[src/sv/albp_pkg.sv]
`default_nettype none
package albp_pkg;

  // Register indexes
  localparam logic REG_IMAGE_WIDTH  = 1'b0;
  localparam logic REG_IMAGE_HEIGHT = 1'b1;

  localparam int CFG_IDX_W  = 1;
  localparam int CFG_DATA_W = 12;
  localparam int CFG_W_W    = 11;
  localparam int CFG_H_W    = 12;

  localparam int MAX_WIDTH_DEF = 1024;
  localparam int WIDTH_RESET   = 640;
  localparam int HEIGHT_RESET  = 480;
  localparam int SIZE_MIN      = 3;

  localparam int PIX_W  = 8;
  localparam int ROW_W  = 12;
  localparam int COL_W  = 10;
  localparam int CODE_W = 8;

  // Queue depths
  localparam int JOB_DEPTH = 4;
  localparam int RES_DEPTH = 16;

  // floor(x/9) by reciprocal: exact for x < 2^12 and for x < 2^20
  localparam int RECIP9_AVE = 3641;
  localparam int AVE_SHIFT  = 15;
  localparam int RECIP9_Q   = 233017;
  localparam int Q_SHIFT    = 21;

  typedef struct packed {
    logic [ROW_W-1:0] row;
    logic [COL_W-1:0] col;
    logic             last;
  } meta_t;

  // Window in neighbour order: 0..7 clockwise from top-left, 8 = center
  typedef struct packed {
    logic [8:0][PIX_W-1:0] pix;
    meta_t                 meta;
  } job_t;

  typedef struct packed {
    logic [CODE_W-1:0] code;
    meta_t             meta;
  } res_t;

endpackage
`default_nettype wire

[src/sv/albp_back.sv]
`default_nettype none
module albp_back import albp_pkg::*; (
  input  wire logic clk,
  input  wire logic rst_n,
  input  wire logic job_empty,
  input  wire job_t job,
  output logic      job_pop,
  input  wire logic res_pop,
  output logic      res_push,
  output res_t      res
);

  localparam int CRW = $clog2(RES_DEPTH+1);

  logic [CRW-1:0] credit_r, credit_nxt;
  logic           b1_v_r, b2_v_r, b3_v_r, b4_v_r, b5_v_r, b6_v_r;

  logic [8:0][PIX_W-1:0] b1_pix_r, b2_pix_r;
  logic [11:0]           sum9;
  logic [11:0]           b1_sum_r;
  logic [23:0]           ave_prod;
  logic [PIX_W-1:0]      b2_ave_r;
  logic signed [8:0]     dev [9];
  logic signed [17:0]    dsq [9];
  logic [8:0][15:0]      b3_sq_r;
  logic [19:0]           sq_tot;
  logic [19:0]           b4_tot_r;
  logic [7:0][15:0]      b4_sq_r, b5_sq_r;
  logic [37:0]           q_prod;
  logic [15:0]           b5_q_r;
  logic [CODE_W-1:0]     code;
  meta_t                 b1_meta_r, b2_meta_r, b3_meta_r, b4_meta_r, b5_meta_r;
  res_t                  b6_res_r;

  // credits cover every item in the pipe or waiting in the result queue
  assign job_pop = !job_empty && (credit_r < CRW'(RES_DEPTH));

  always_comb begin
    credit_nxt = credit_r;
    if (job_pop && !res_pop) begin
      credit_nxt = credit_r + 1'b1;
    end else if (res_pop && !job_pop) begin
      credit_nxt = credit_r - 1'b1;
    end
  end

  always_ff @(posedge clk) begin
    if (!rst_n) begin
      credit_r <= '0;
      b1_v_r   <= 1'b0;
      b2_v_r   <= 1'b0;
      b3_v_r   <= 1'b0;
      b4_v_r   <= 1'b0;
      b5_v_r   <= 1'b0;
      b6_v_r   <= 1'b0;
    end else begin
      credit_r <= credit_nxt;
      b1_v_r   <= job_pop;
      b2_v_r   <= b1_v_r;
      b3_v_r   <= b2_v_r;
      b4_v_r   <= b3_v_r;
      b5_v_r   <= b4_v_r;
      b6_v_r   <= b5_v_r;
    end
  end

  always_comb begin
    sum9 = '0;
    for (int k = 0; k < 9; k++) begin
      sum9 = sum9 + 12'(job.pix[k]);
    end
  end

  assign ave_prod = {12'd0, b1_sum_r} * 24'(RECIP9_AVE);

  always_comb begin
    for (int k = 0; k < 9; k++) begin
      dev[k] = $signed({1'b0, b2_pix_r[k]}) - $signed({1'b0, b2_ave_r});
      dsq[k] = dev[k] * dev[k];
    end
  end

  always_comb begin
    sq_tot = '0;
    for (int k = 0; k < 9; k++) begin
      sq_tot = sq_tot + 20'(b3_sq_r[k]);
    end
  end

  assign q_prod = {18'd0, b4_tot_r} * 38'(RECIP9_Q);

  always_comb begin
    for (int k = 0; k < 8; k++) begin
      code[7-k] = (b5_sq_r[k] > b5_q_r);
    end
  end

  always_ff @(posedge clk) begin
    // B1: window sum
    b1_pix_r  <= job.pix;
    b1_sum_r  <= sum9;
    b1_meta_r <= job.meta;
    // B2: mean
    b2_pix_r  <= b1_pix_r;
    b2_ave_r  <= ave_prod[AVE_SHIFT +: PIX_W];
    b2_meta_r <= b1_meta_r;
    // B3: squared deviations
    for (int k = 0; k < 9; k++) begin
      b3_sq_r[k] <= dsq[k][15:0];
    end
    b3_meta_r <= b2_meta_r;
    // B4: total
    b4_tot_r  <= sq_tot;
    b4_sq_r   <= b3_sq_r[7:0];
    b4_meta_r <= b3_meta_r;
    // B5: variance
    b5_q_r    <= q_prod[Q_SHIFT +: 16];
    b5_sq_r   <= b4_sq_r;
    b5_meta_r <= b4_meta_r;
    // B6: pattern
    b6_res_r.code <= code;
    b6_res_r.meta <= b5_meta_r;
  end

  assign res_push = b6_v_r;
  assign res      = b6_res_r;

endmodule
`default_nettype wire

[config.mk]
export PLATFORM = sky130hd
export DESIGN_NAME = albp_back
export DESIGN_NICKNAME = d
export VERILOG_FILES = /design/src/sv/albp_pkg.sv /design/src/sv/albp_back.sv
export SDC_FILE = /design/constraint.sdc
export NUM_CORES = 2
export LEC_CHECK = 0
export ABC_AREA = 1
export CAP_MARGIN = 10
export CORE_MARGIN = 2
export CORE_UTILIZATION = 65
export DETAILED_ROUTE_END_ITERATION = 10
export DONT_BUFFER_PORTS = 1
export GPL_TIMING_DRIVEN = 0
export PLACE_DENSITY_LB_ADDON = 0.08
export SETUP_SLACK_MARGIN = 0.1
export SYNTH_ARGS = -nofsm -noshare
export SYNTH_HDL_FRONTEND = slang
export SYNTH_SLANG_ARGS = --single-unit
[constraint.sdc]
create_clock -name clk -period 7.26 [get_ports clk]
set_clock_uncertainty 0.05 [all_clocks]
set_input_delay 0.363 -clock clk [delete_from_list [all_inputs] [get_ports clk]]
set_output_delay 0.363 -clock clk [all_outputs]
set_load 0.02 [all_outputs]
==> metrics.md <==
| Metric | Value |
|---|---|
| Ys Warns | `0` |
| Status | `complete, no violations` |
| Clk slew on worst S/H paths | `0.06 ns` |
| Average via count per standard cell | `5.254` |
| Core ar. | `0.08395 mm^2` |
| R2r startpoint | `b2_ave_r[1]$_DFF_P_` |
| Routed via count | `38050` |
| Final Cell Area | `0.06033 mm^2` |
| Synth Area per Inst | `9.427 um^2` |
| RSZ-0062 raised after global routing | `no` |
| Worst Min Path Start | `res_pop` |
| Final Max Slew Viols | `0` |
| Mapped Area | `0.05531 mm^2` |
| Final Net Count | `7646` |
| Number of global-route vias before repair | `40070` |
| Crit path max-delay family | `adder cells` |
| Multi-input gate area | `0.03580 mm^2` |
| Hold path endpoint | `credit_r[0]$_SDFFE_PN0P_` |
| CTS tree | `yes` |
| Synth Instances | `5867` |
| Wirelength per Cell | `17.19 um` |
| Crit path cell chain | `clkinvlp_4 -> buf_4 -> fa_1 -> xor2_1 -> inv_1 -> nor2_1 -> inv_1 -> fa_1 -> fa_1 -> inv_1 -> fa_1 -> fa_1 -> inv_1 -> fa_1 -> inv_1 -> ha_1 -> a21oi_1 -> o21ai_0 -> a21oi_1 -> nor2_1 -> o21ai_0 -> nand2_1 -> nand2_1 -> nand2_1` |
| Die width | `295.7 um` |
| Final wirelength | `124500 um` |
| Share of layout cells above drive strength 1 | `3.931%` |
| Placed instance count | `7004` |
| Worst r2r path cells | `24` |
| DRT iter0 DRCs | `2108` |
| Total track usage | `30.25%` |
| Synthesis-stage register bit count | `732` |
| Layout area overhead | `9.090%` |
| First-pass GRT wire length | `204500 um` |
| Distinct cells, synth | `52` |
| Slowest-stage cell, CP | `dfxtp_2` |
| Worst slew pin tran | `0.8325 ns` |
| Pin count of the biggest net entering global routing | `17` |
| Slew HR | `44.44%` |
| Remaining DRCs | `0` |
| Crit path max fanout | `10` |
| Row cnt | `106` |
| # fillers | `6427` |
| Hold WC Path Type | `input pin to flop` |
| I/O Buffers | `0` |
| Htree depth | `3` |
| Most frequent CP cell | `fa_1` |
| Io pins | `132` |
| Overflow after GRT | `0` |
| DRT Pass-1 Iters | `6` |
| DIE AREA | `0.08744 mm^2` |
| Final clock period utilization by the worst path | `93.25%` |
| Setup Viol. Count Final | `0` |
| Register area | `0.01466 mm^2` |
| Tmin final | `6.770 ns` |
| Req. time, crit path | `7.71 ns` |
| Initial core utilization | `65.88%` |
| Setup TNS | `0 ns` |
| Clock Latency Late Sink | `0.67 ns` |
| CP arrival | `7.22 ns` |
| FMAX | `147.7 MHz` |
| Hold Crit Depth | `3` |
| Commonest non-fill, non-tap cell in the layout | `inv_1` |
| RR Endpoint | `b3_sq_r[141]$_DFF_P_` |
| CTS Buf Count | `75` |
| CP endpoint kind | `flop` |
| Final Hold Viols | `0` |
| Startpoint Class | `flop` |
| Seq/Total Area, Yosys | `26.50%` |
| Crit path kind | `flop to flop` |
| Finished Layout Cells | `7242` |
| Worst Path Buf+Inv | `7` |
| DP Area | `0.05674 mm^2` |
| Critical path's largest stage delay | `0.53 ns` |
| Reg-to-reg setup timing slack | `0.49 ns` |
| Max Root-Sink Buffers | `3` |
| Chip Height | `295.7 um` |
| DRT antenna net count | `0` |
| Commonest cells after routing, fill and taps aside | `inv_1, nand2_1, ha_1` |
| Clk root buf | `clkbuf_16` |
| Routability cong. | `0.9682` |
| Place WS | `-0.2172 ns` |
| Initial antenna violation count | `7` |
| Final WS setup | `0.4899 ns` |
| Clk sinks | `732` |
| Max Cap Violations | `0` |
| Post-DP HPWL | `103600 um` |
==> synthesized netlist by cell type (all sizes together) <==
cell type	instances	area share [%]
inv	1280	8.7
nand2	915	6.4
ha	765	17
dfxtp	732	26
fa	732	26
nor2	429	3.0
a21oi	256	2.4
nand3	178	1.6
xor2	134	2.1
o21ai	91	0.90
xnor2	52	0.82
nand3b	36	0.51
nand4	35	0.40
a21o	29	0.39
or2	27	0.31
nor3	26	0.24
a31oi	21	0.24
o21a	21	0.29
o21bai	21	0.29
o31ai	15	0.21
clkbuf	10	0.068
nor4	10	0.11
o211ai	10	0.14
a31o	9	0.14
a21boi	6	0.081
a211oi	4	0.054
clkinv	4	0.027
a22oi	3	0.041
buf	3	0.038
o2111ai	3	0.048
and2	2	0.023
and3	2	0.023
o311ai	2	0.032
o31a	2	0.032
conb	1	0.0068
nor4b	1	0.016
==> final cells by class <==
class,count,share of cell area [%]
flip-flops and latches,732,24.29
plain buffers,13,0.09747
multi-input cells,3841,59.34
clock buffers,93,3.372
clock inverters,39,0.8544
diodes,3,0.01244
well taps,1134,2.352
inverters,1284,7.995
repair buffers,103,1.688
==> worst max-delay path by stage <==
stage | cells past startpoint | startpoint | slack (ns) | endpoint
after global placement | 23 | b2_ave_r[1]$_DFF_P_ | -0.14 | b3_sq_r[92]$_DFF_P_
after CTS | 24 | b2_ave_r[0]$_DFF_P_ | 0.22 | b3_sq_r[141]$_DFF_P_
after detailed placement | 23 | b2_ave_r[1]$_DFF_P_ | -0.22 | b3_sq_r[92]$_DFF_P_
after floorplan | 24 | b2_ave_r[0]$_DFF_P_ | 1.27 | b3_sq_r[141]$_DFF_P_
after global routing | 28 | b2_ave_r[0]$_DFF_P_ | 0.14 | b3_sq_r[92]$_DFF_P_
final | 24 | b2_ave_r[1]$_DFF_P_ | 0.49 | b3_sq_r[141]$_DFF_P_
==> tightest hold or removal path: stages <==
cell	delay (ns)
inv_1	0.05
ha_1	0.23
a21oi_1	0.09
==> routing by layer <==
metal / track usage, % / part of all wire (%)
met4: 14.41 / 5.0
met2: 50.61 / 47
met5: 0 / 0
met3: 4.527 / 5.3
met1: 38.70 / 43
==> metrics by stage <==
step	hold slack, ns	util [%]
floorplan	0.2596	-
global placement	0.2597	67.58
detailed placement	0.2621	67.58
CTS	0.02157	71.84
global route	0.09856	71.86
finish	0.07142	71.87
==> cells by family (layout without fill, tap and decap cells) <==
| kind of cell | Yosys count | after routing | synth area share (%) |
|---|---|---|---|
| fa+ha+maj | 1497 | 1497 | 43.80 |
| flops | 732 | 732 | 26.50 |
| xor+xnor | 186 | 186 | 2.946 |
| buf+inv | 1297 | 1532 | 8.821 |
| simple gates | 1661 | 1661 | 12.68 |
| compound gates | 493 | 493 | 5.242 |
| other cells | 1 | 7 | 0.006781 |
==> state kept, by name (all words and copies together) (netlist names) <==
name,cells
b1_sum_r,12
b5_v_r,1
b5_q_r,16
b4_tot_r,20
res_push,1
b3_sq_r,135
b2_meta_r,23
res,31
b5_meta_r,23
b1_pix_r,72
b1_meta_r,23
b4_meta_r,23
credit_r,5
b2_v_r,1
b5_sq_r,120
b3_v_r,1
b2_ave_r,8
b4_sq_r,120
b3_meta_r,23
b1_v_r,1
b2_pix_r,72
b4_v_r,1
==> repair_timing <==
action,4_1_cts,5_1_grt
setup endpoints to repair,11,22
setup buffers,5,0
pin swaps,0,0
hold buffers,98,0
endpoints found under the hold margin,107,0
resized for setup,2,3
Power is not shown: default switching activity piles up to over one toggle a cycle in this logic, so the estimate is an artifact.
