**src/sv/albp_fifo.sv**
```systemverilog
`default_nettype none
module albp_fifo #(
  parameter int WIDTH = 8,
  parameter int DEPTH = 4
) (
  input  wire logic                       clk,
  input  wire logic                       rst_n,
  input  wire logic                       push,
  input  wire logic [WIDTH-1:0]           push_data,
  input  wire logic                       pop,
  output logic      [WIDTH-1:0]           head,
  output logic                            empty,
  output logic      [$clog2(DEPTH+1)-1:0] count
);

  localparam int AW = $clog2(DEPTH);
  localparam int CW = $clog2(DEPTH+1);

  logic [WIDTH-1:0] mem_r [DEPTH];
  logic [AW-1:0]    wptr_r, wptr_nxt;
  logic [AW-1:0]    rptr_r, rptr_nxt;
  logic [CW-1:0]    count_r, count_nxt;

  // caller never pushes into a full queue
  always_comb begin
    wptr_nxt  = wptr_r;
    rptr_nxt  = rptr_r;
    count_nxt = count_r;
    if (push) begin
      wptr_nxt = (wptr_r == AW'(DEPTH-1)) ? '0 : wptr_r + 1'b1;
    end
    if (pop) begin
      rptr_nxt = (rptr_r == AW'(DEPTH-1)) ? '0 : rptr_r + 1'b1;
    end
    if (push && !pop) begin
      count_nxt = count_r + 1'b1;
    end else if (pop && !push) begin
      count_nxt = count_r - 1'b1;
    end
  end

  always_ff @(posedge clk) begin
    if (!rst_n) begin
      wptr_r  <= '0;
      rptr_r  <= '0;
      count_r <= '0;
    end else begin
      wptr_r  <= wptr_nxt;
      rptr_r  <= rptr_nxt;
      count_r <= count_nxt;
    end
  end

  always_ff @(posedge clk) begin
    if (push) begin
      mem_r[wptr_r] <= push_data;
    end
  end

  assign head  = mem_r[rptr_r];
  assign empty = (count_r == '0);
  assign count = count_r;

endmodule
`default_nettype wire

```
**config.mk**
```make
export PLATFORM = sky130hd
export DESIGN_NAME = albp_fifo
export DESIGN_NICKNAME = d
export VERILOG_FILES = /design/src/sv/albp_fifo.sv
export SDC_FILE = /design/constraint.sdc
export NUM_CORES = 1
export LEC_CHECK = 0
export BUFFER_PORTS_ARGS = -buffer_cell sky130_fd_sc_hd__buf_2
export CAP_MARGIN = 30
export CORE_MARGIN = 2
export CORE_UTILIZATION = 40
export CTS_CLUSTER_SIZE = 28
export DETAILED_ROUTE_END_ITERATION = 8
export PLACE_DENSITY = 0.59
export SYNTH_ARGS = -nofsm -noshare
export SYNTH_HDL_FRONTEND = slang
export SYNTH_SLANG_ARGS = --single-unit
export TNS_END_PERCENT = 50
```
**constraint.sdc**
```tcl
create_clock -name clk -period 2.14 [get_ports clk]
set_clock_uncertainty 0.15 [all_clocks]
set_input_delay 0.107 -clock clk [delete_from_list [all_inputs] [get_ports clk]]
set_output_delay 0.107 -clock clk [all_outputs]
set_load 0.02 [all_outputs]
```
==> run_results.csv, run 1 <==
group,metric,value,unit
yosys,synth-seq-cells,41,
clock_tree,clkTransAtPathRegs,0.08,ns
clock_tree,clockBufferDepth,2,
yosys,synth.distinct_cells,19,
grt,grt_max_degree,13,
sta,maxSlewHeadroom,70.3,%
final_layout,antenna_cells,0,
worst_setup_path,crit_path_top_delay_cell,"mux4_2",
worst_setup_path,cp.required,1.88,ns
yosys,syn-cell-area,1610,um^2
yosys,yosysMostFrequentCell,"edfxtp_1",
yosys,netlist_top_cells_count,"edfxtp_1 (32), dfxtp_1 (9), mux4_2 (8)",
worst_setup_path,critical_path_arrival,1.50,ns
yosys,synth_nets,104,
route,vias_per_cell,4.71,
worst_setup_path,worstSetupPathType,"reg2out",
die,dieHeight,67.4,um
final_layout,syn2layout_area_growth,23.0,%
route,initialDrtViolationCount,29,
sta,timing.final.crit_share,82.2,%
outcome,status,"complete, no violations",
clock_tree,cts_root_buf,"clkbuf_8",
grt,grt_use_total,13.0,%
sta,tns,0,ns
clock_tree,tritoncts,"yes",
die,die_w,67.4,um
worst_setup_path,end_kind,"primary output",
clock_tree,clkSinkCount,41,
yosys,syn_area_per_cell,18.9,um^2
final_layout,drive_gt1_share,31.5,%
yosys,synth_area_leaders,"edfxtp_1 (60%), dfxtp_1 (11%), mux4_2 (11%)",
worst_setup_path,crit_path_cell_trace,"buf_4 -> mux4_2 -> buf_2",
die,dieArea,4540,um^2
min_path,hp-class,"in2reg",
clock_tree,post_cts_resized,0,
sta,clock.fmax,568,MHz
route,via_count,819,
power_and_ir_drop,p_per_area,882,nW/um^2
yosys,synth_top_area_cell,"edfxtp_1",
power_and_ir_drop,irDropWorstVdd,0.450,mV
final_layout,fin_nets,142,
grt,grt_pass1_wl,3970,um
sta,rsz0062_at_grt,"no",
clock_tree,cts_buffers,5,
worst_setup_path,critPathMaxStageDelay,0.53,ns
die,io_pins,24,
route,drt-pass1-iter-count,7,
die,core_area,3940,um^2
worst_setup_path,critical_path.max_fanout,8,
route,antenna_left,0,
clock_tree,htree_levels,2,
yosys,synthArstFlopShare,0,%
die,rows,23,
yosys,synth-edff-count,32,
placement,routabilityCongestion,0.712,
yosys,yosysWarnings,0,
sta,drv_slew,0,
grt,grt_pass1_vias,850,
power_and_ir_drop,power,1.74,mW
job,cap_violations,0,
yosys,yosys.area.top_type_share,59.8,%
sta,worst_pin_slew,0.446,ns
route,drt-total-wl,2460,um
sta,fin_crit,1.76,ns
yosys,ys.flop_type,"edfxtp_1",
placement,place_hpwl,1740,um
yosys,synth_cells,85,
clock_tree,clock_latency,0.28,ns
sta,finalHoldViolCount,0,
route,drc,0,
sta,finalSetupViolCount,0,
yosys,seq_area_frac_synth,71.0,%
route,avgRoutedWirePerCell,14.1,um
grt,antenna_found_initial,0,
grt,gr-total-overflow,0,
power_and_ir_drop,p_leak,0.739,nW
placement,port_buffers,23,
die,start_util,40.8,%
worst_setup_path,start_kind,"register",
==> critical path: cells and delay by family (launching register included) <==
family / cells / cell delay [ns]
buffers and inverters: 2 / 0.37
multiplexers: 1 / 0.53
flip-flops: 1 / 0.31
==> per-stage QoR <==
step | hold slack (ns) | cell area (um^2) | cells | setup slack (ns) | utilization, %
floorplan | 0.0559 | 1610 | 85 | 0.512 | -
global placement | 0.168 | 1780 | 157 | 0.450 | 45.1
detailed placement | 0.178 | 1780 | 157 | 0.341 | 45.1
CTS | 0.0100 | 1980 | 174 | 0.346 | 50.2
global route | 0.0421 | 1980 | 174 | 0.307 | 50.2
finish | 0.0172 | 1980 | 174 | 0.380 | 50.2
==> cells by family (layout without fill, tap and decap cells) <==
family / Yosys count / count (layout) / share of synthesized area, %
mux: 12 / 12 / 13.7
xor+xnor: 2 / 2 / 1.09
simple gates: 14 / 14 / 5.14
flops: 41 / 41 / 71.0
fa+ha+maj: 7 / 7 / 5.91
buf+inv: 6 / 45 / 1.94
compound gates: 3 / 3 / 1.25
==> where the power goes <==
group	internal, mW	leakage, nW	switching (mW)	total, mW
registers	0.906	0.368	0.0274	0.933
clock network	0.333	0.0566	0.244	0.576
logic	0.109	0.314	0.126	0.235
total	1.35	0.739	0.397	1.74
==> metal layers <==
metal  GRT usage, %  vias up  wire length, um
li1               -      396                -
met1           14.5      392             1090
met2           21.5       25             1190
met3           4.00        6              126
met4           8.42        0               48
met5              0        -                0
==> worst paths after layout <==
| check | to | cells after the start | slack [ns] | startpoint |
|---|---|---|---|---|
| worst min register to register | count[2]$_SDFFE_PN0P_ | 2 | 0.39 | count[2]$_SDFFE_PN0P_ |
| worst max-delay path | head[1] | 3 | 0.38 | register |
| worst min-delay path | register | 3 | 0.02 | pop |
| worst max register to register | count[2]$_SDFFE_PN0P_ | 4 | 0.50 | count[0]$_SDFFE_PN0P_ |
==> layout make-up <==
class / count / area (um^2)
repair buffers: 33 / 213
well taps: 50 / 62.6
inverters: 4 / 15.0
multi-input cells: 38 / 435
flip-flops and latches: 41 / 1140
fillers: 331 / 1960
clock buffers: 8 / 111
==> sequential cells by signal, indices dropped and copies added (netlist names), named ones only <==
signal  cells
rptr_r      2
wptr_r      2
count       3
mem_r      32
==> cells in the final DEF, fill, tap and decap left out <==
| cell type | count |
|---|---|
| edfxtp_1 | 32 |
| buf_2 | 23 |
| dfxtp_1 | 9 |
| dlygate4sd3_1 | 9 |
| mux4_2 | 8 |
| ha_1 | 6 |
| clkbuf_8 | 6 |
| and2_1 | 5 |
| nor2b_1 | 5 |
| inv_1 | 4 |
| mux2i_1 | 4 |
| nor3_1 | 2 |
| xnor2_1 | 1 |
| nor2_1 | 1 |
| o21a_1 | 1 |
| xor2_1 | 1 |
| o21ai_0 | 1 |
| or3_1 | 1 |
| a21boi_1 | 1 |
| fa_1 | 1 |
| clkbuf_16 | 1 |
| clkbuf_1 | 1 |
| buf_4 | 1 |
==> repair_timing <==
item | CTS | global route
hold buffers | 9 | 0
hold endpoints to repair | 41 | 0
setup buffers | 0 | 0
(Power assumes the default switching activity.)
==> run 2: changes to the inputs <==
--- a/config.mk
+++ b/config.mk
@@ -11,7 +11,7 @@
 export CORE_UTILIZATION = 40
 export CTS_CLUSTER_SIZE = 28
 export DETAILED_ROUTE_END_ITERATION = 8
-export PLACE_DENSITY = 0.59
+export PLACE_DENSITY = 0.62
 export SYNTH_ARGS = -nofsm -noshare
 export SYNTH_HDL_FRONTEND = slang
 export SYNTH_SLANG_ARGS = --single-unit
==> constraint.sdc (replaced) <==
create_clock -name clk -period 1.5 [get_ports clk]
set_clock_uncertainty 0.15 [all_clocks]
set_input_delay 0.075 -clock clk [delete_from_list [all_inputs] [get_ports clk]]
set_output_delay 0.075 -clock clk [all_outputs]
set_load 0.02 [all_outputs]
==> run 2 against run 1 <==
- the run now ends with setup timing left
- cell count increased by 5.7%
- register-to-register slack worse by 0.48 ns
- non-clock buffer count is 10 higher
- sequential power is 43% higher
- utilization rose by 5.1 points
- critical endpoint is now head[6]
- combinational power is 75% higher
- clock-buffer cell count is 3 lower
- sequential share of layout area shrank 5.0 points
- via count rose by 7.1%
- global-route usage is essentially flat
==> run_results.csv, run 2 (same netlist as run 1, synthesis figures left out) <==
group,metric,value,unit
sta,timing.final.crit_share,111,%
final_layout,antenna_cells,0,
sta,clock.fmax,602,MHz
die,io_pins,24,
route,antenna_left,0,
route,vias_per_cell,4.77,
worst_setup_path,start_kind,"register",
power_and_ir_drop,p_leak,0.828,nW
grt,gr-total-overflow,0,
clock_tree,clkSinkCount,41,
clock_tree,clockBufferDepth,2,
worst_setup_path,worstSetupPathType,"reg2out",
sta,finalHoldViolCount,0,
die,start_util,40.8,%
grt,antenna_found_initial,0,
worst_setup_path,end_kind,"primary output",
final_layout,max_flop_register,"mem_r",
final_layout,finish.utilization,55.3,%
sta,maxSlewHeadroom,87.3,%
clock_tree,post_cts_buffers,0,
placement,port_buffers,23,
route,drt-pass1-iter-count,4,
die,core_area,3940,um^2
placement,place_hpwl,1760,um
grt,grt_pass1_vias,894,
route,drt-total-wl,2460,um
final_layout,drive_gt1_share,41.0,%
clock_tree,cts_root_buf,"clkbuf_8",
grt,grt_max_degree,15,
final_layout,largest_reg_flops,32,
job,cap_violations,0,
sta,fin_crit,1.66,ns
power_and_ir_drop,irDropWorstVdd,0.913,mV
power_and_ir_drop,p_per_area,1270,nW/um^2
final_layout,mostFrequentLayoutCell,"edfxtp_1",
sta,worst_pin_slew,0.189,ns
final_layout,syn2layout_area_growth,35.5,%
route,avgRoutedWirePerCell,13.4,um
sta,rsz0062_at_grt,"yes",
placement,routabilityCongestion,0.721,
sta,finalSetupViolCount,8,
final_layout,fin_nets,152,
worst_setup_path,reg2regPathDepth,4,
die,dieHeight,67.4,um
route,initialDrtViolationCount,45,
worst_setup_path,cp.required,1.27,ns
die,rows,23,
clock_tree,tritoncts,"yes",
worst_setup_path,critical_path_arrival,1.44,ns
worst_setup_path,critical_path.max_fanout,8,
min_path,hp-class,"in2reg",
final_layout,most-common-layout-cells,"edfxtp_1 (32), buf_2 (17), dlygate4sd3_1 (9)",
min_path,whs_path_depth,4,
route,drc,0,
placement,dp_slack,-0.163,ns
sta,tns,-1.20,ns
clock_tree,clkTransAtPathRegs,0.08,ns
outcome,status,"finished, violations left",
clock_tree,cts_buffers,5,
die,die_w,67.4,um
clock_tree,htree_levels,2,
power_and_ir_drop,power,2.78,mW
route,via_count,877,
sta,drv_slew,0,
sta,holdWs,0.0647,ns
outcome,violations,"setup timing",
grt,grt_use_total,13.0,%
sta,setup_ws,-0.162,ns
die,dieArea,4540,um^2
clock_tree,clock_latency,0.29,ns
grt,grt_pass1_wl,4100,um
==> run 2: cell types whose count changed in the layout (fill, tap and decap cells not counted), moves of 3 or more <==
cell / change
buf_6: +6
buf_12: +4
buf_4: +6
buf_2: -6
dfxtp_1: -3
==> run 2: worst max-delay path, stage by stage, from the launching register on <==
cell     delay, ns
dfxtp_2       0.34
buf_12        0.14
mux4_2        0.52
buf_6         0.15
==> run 2: report_power, final <==
group / total (mW) / leakage, nW / switching (mW) / internal, mW
clock network: 1.04 / 0.0687 / 0.367 / 0.669
logic: 0.411 / 0.389 / 0.194 / 0.216
registers: 1.33 / 0.369 / 0.0348 / 1.29
total: 2.78 / 0.828 / 0.597 / 2.18
==> run 2: per-layer routing <==
| layer | track usage (%) | vias to the layer above | share of wire [%] |
|---|---|---|---|
| met5 | 0 | - | 0 |
| met4 | 6.89 | 0 | 2.2 |
| met3 | 4.00 | 6 | 4.4 |
| met2 | 20.9 | 26 | 50 |
| met1 | 15.8 | 426 | 44 |
| li1 | - | 419 | - |
==> run 2: path summary, 6_finish.rpt <==
kind / endpoint / slack (ns) / from
hold reg to reg: count[2]$_SDFFE_PN0P_ / 0.37 / count[2]$_SDFFE_PN0P_
setup reg to reg: count[2]$_SDFFE_PN0P_ / 0.02 / count[0]$_SDFFE_PN0P_
hold / removal: wptr_r[0]$_SDFFE_PN0P_ / 0.06 / push
setup / recovery: head[6] / -0.16 / register
==> run 2: final cells by class <==
cell class              instances  area [um^2]
clock buffers                   5         68.8
well taps                      50         62.6
clock inverters                 3         68.8
flip-flops and latches         41         1150
inverters                       4         15.0
fillers                       316         1760
multi-input cells              38          440
repair buffers                 43          375
==> run 2: what timing repair did <==
item,4_1_cts,5_1_grt
endpoints found under the setup margin,8,9
endpoints found under the hold margin,41,0
hold buffers,9,0
resized for setup,9,4
==> run 2: through the flow <==
stage | cell area [um^2] | instances
6_report | 2180 | 184
3_3_place_gp | 1910 | 167
2_1_floorplan | 1620 | 85
3_5_place_dp | 1910 | 167
4_1_cts | 2170 | 184
5_1_grt | 2180 | 184
==> run 3: changes to the inputs <==
--- a/config.mk
+++ b/config.mk
@@ -7,7 +7,6 @@
 export LEC_CHECK = 0
 export BUFFER_PORTS_ARGS = -buffer_cell sky130_fd_sc_hd__buf_2
 export CAP_MARGIN = 30
-export CORE_MARGIN = 2
 export CORE_UTILIZATION = 40
 export CTS_CLUSTER_SIZE = 28
 export DETAILED_ROUTE_END_ITERATION = 8
==> run 3 against run 2 <==
- combinational power down 3%
- via count down 3.0%
- the flow still finishes with violations (setup timing)
- critical path type unchanged
- largest cell class unchanged
- first-iteration DRC count decreased by 58%
- global-route usage rose by 1.4 points
==> run_results.csv, run 3 (same netlist as run 1, synthesis figures left out) <==
group,metric,value,unit
route,drt-pass1-iter-count,4,
clock_tree,clkTransAtPathRegs,0.08,ns
grt,grt_use_total,14.4,%
clock_tree,clockBufferDepth,2,
grt,grt_max_degree,14,
worst_setup_path,critical_path_arrival,1.43,ns
clock_tree,tritoncts,"yes",
final_layout,num-fill-cells,310,
outcome,status,"finished, violations left",
outcome,violations,"setup timing",
placement,dp_slack,-0.192,ns
final_layout,most-common-layout-cells,"edfxtp_1 (32), buf_2 (18), dlygate4sd3_1 (9), buf_4 (9), mux4_2 (8)",
power_and_ir_drop,power,2.75,mW
die,dieHeight,65.4,um
worst_setup_path,critical_path.max_fanout,8,
worst_setup_path,crit_path_top_delay_cell,"mux4_2",
placement,place_hpwl,1790,um
clock_tree,htree_levels,2,
clock_tree,clkSinkCount,41,
route,vias_per_cell,4.68,
sta,setup_ws,-0.157,ns
sta,finalSetupViolCount,8,
die,dieArea,4280,um^2
final_layout,antenna_cells,0,
sta,worst_pin_slew,0.166,ns
final_layout,regArea,1150,um^2
final_layout,fin_nets,152,
sta,clock.fmax,603,MHz
route,avgRoutedWirePerCell,13.6,um
grt,grt_pass1_wl,4280,um
final_layout,mostFrequentLayoutCell,"edfxtp_1",
final_layout,fin_area,2140,um^2
grt,grt_pass1_vias,907,
sta,drv_slew,0,
die,io_pins,24,
placement,port_buffers,23,
final_layout,largest_reg_flops,32,
placement,routabilityCongestion,0.663,
worst_setup_path,critPathMaxStageDelay,0.52,ns
clock_tree,cts_root_buf,"clkbuf_8",
final_layout,drive_gt1_share,41.0,%
route,antenna_left,0,
grt,antenna_found_initial,0,
route,initialDrtViolationCount,19,
clock_tree,cts_buffers,5,
placement,placed_cell_area,1880,um^2
job,cap_violations,0,
route,drc,0,
worst_setup_path,worstSetupPathType,"reg2out",
final_layout,max_flop_register,"mem_r",
power_and_ir_drop,p_leak,0.818,nW
worst_setup_path,cp.required,1.27,ns
final_layout,finish.utilization,56.8,%
power_and_ir_drop,irDropWorstVdd,0.632,mV
grt,gr-total-overflow,0,
worst_setup_path,crit_path_cell_trace,"buf_12 -> mux4_2 -> buf_6",
sta,rsz0062_at_grt,"yes",
clock_tree,post_cts_buffers,0,
die,die_w,65.4,um
sta,timing.final.crit_share,110,%
min_path,hp-class,"in2reg",
clock_tree,clock_latency,0.29,ns
route,via_count,851,
die,rows,22,
die,core_area,3770,um^2
worst_setup_path,start_kind,"register",
final_layout,syn2layout_area_growth,33.2,%
sta,fin_crit,1.66,ns
power_and_ir_drop,p_per_area,1290,nW/um^2
worst_setup_path,end_kind,"primary output",
sta,finalHoldViolCount,0,
sta,maxSlewHeadroom,88.6,%
final_layout,multi_input_area,440,um^2
die,start_util,42.6,%
route,drt-total-wl,2480,um
-- run 3: cell types whose count changed in the layout (fill, tap and decap cells not counted), sizes merged --
cell	delta
inv	-1
clkinv	+1
-- run 3: power breakdown --
part	switching (mW)	leakage, nW	internal (mW)	total, mW
sequential	0.0345	0.369	1.29	1.33
clock	0.366	0.0681	0.661	1.03
combinational	0.193	0.380	0.203	0.397
total	0.594	0.818	2.16	2.75
-- run 3: layer usage --
metal | share of wire [%] | global-route usage (%)
met3 | 4.2 | 5.21
met4 | 2.1 | 6.52
met5 | 0 | 0
met1 | 43 | 16.6
met2 | 51 | 24.0
-- run 3: final timing paths --
| path | slack, ns | depth (start not counted) | from | end |
|---|---|---|---|---|
| setup / recovery | -0.16 | 3 | register | head[1] |
| hold / removal | 0.07 | 4 | push | wptr_r[1]$_SDFFE_PN0P_ |
| setup reg to reg | 0.01 | 4 | count[1]$_SDFFE_PN0P_ | count[2]$_SDFFE_PN0P_ |
| hold reg to reg | 0.37 | 2 | count[2]$_SDFFE_PN0P_ | count[2]$_SDFFE_PN0P_ |
-- run 3: area by class of cell --
type / instances / area share (%)
Sequential cell: 41 / 53.6
Multi-Input combinational cell: 38 / 20.6
Timing Repair Buffer: 43 / 16.1
Clock buffer: 5 / 3.21
Clock inverter: 3 / 3.04
Tap cell: 48 / 2.81
Inverter: 4 / 0.701
-- run 3: stage by stage --
| step | hold slack [ns] | TNS, ns | instances |
|---|---|---|---|
| 6_report | 0.0661 | -1.17 | 182 |
| 5_1_grt | 0.0793 | -1.58 | 182 |
| 3_5_place_dp | 0.145 | -0.192 | 165 |
| 4_1_cts | 0.0675 | -1.30 | 182 |
| 2_1_floorplan | 0.0239 | 0 | 85 |
| 3_3_place_gp | 0.135 | -0.124 | 165 |
-- run 3: what timing repair did --
item,CTS,global route
hold buffers,9,0
endpoints found under the setup margin,9,9
hold endpoints to repair,41,0
resized for setup,9,2
-- run 3: critical path, delay by kind of cell, from the launching register on --
family,cells,cell delay (ns)
mux,1,0.52
flops,1,0.34
buf+inv,2,0.28
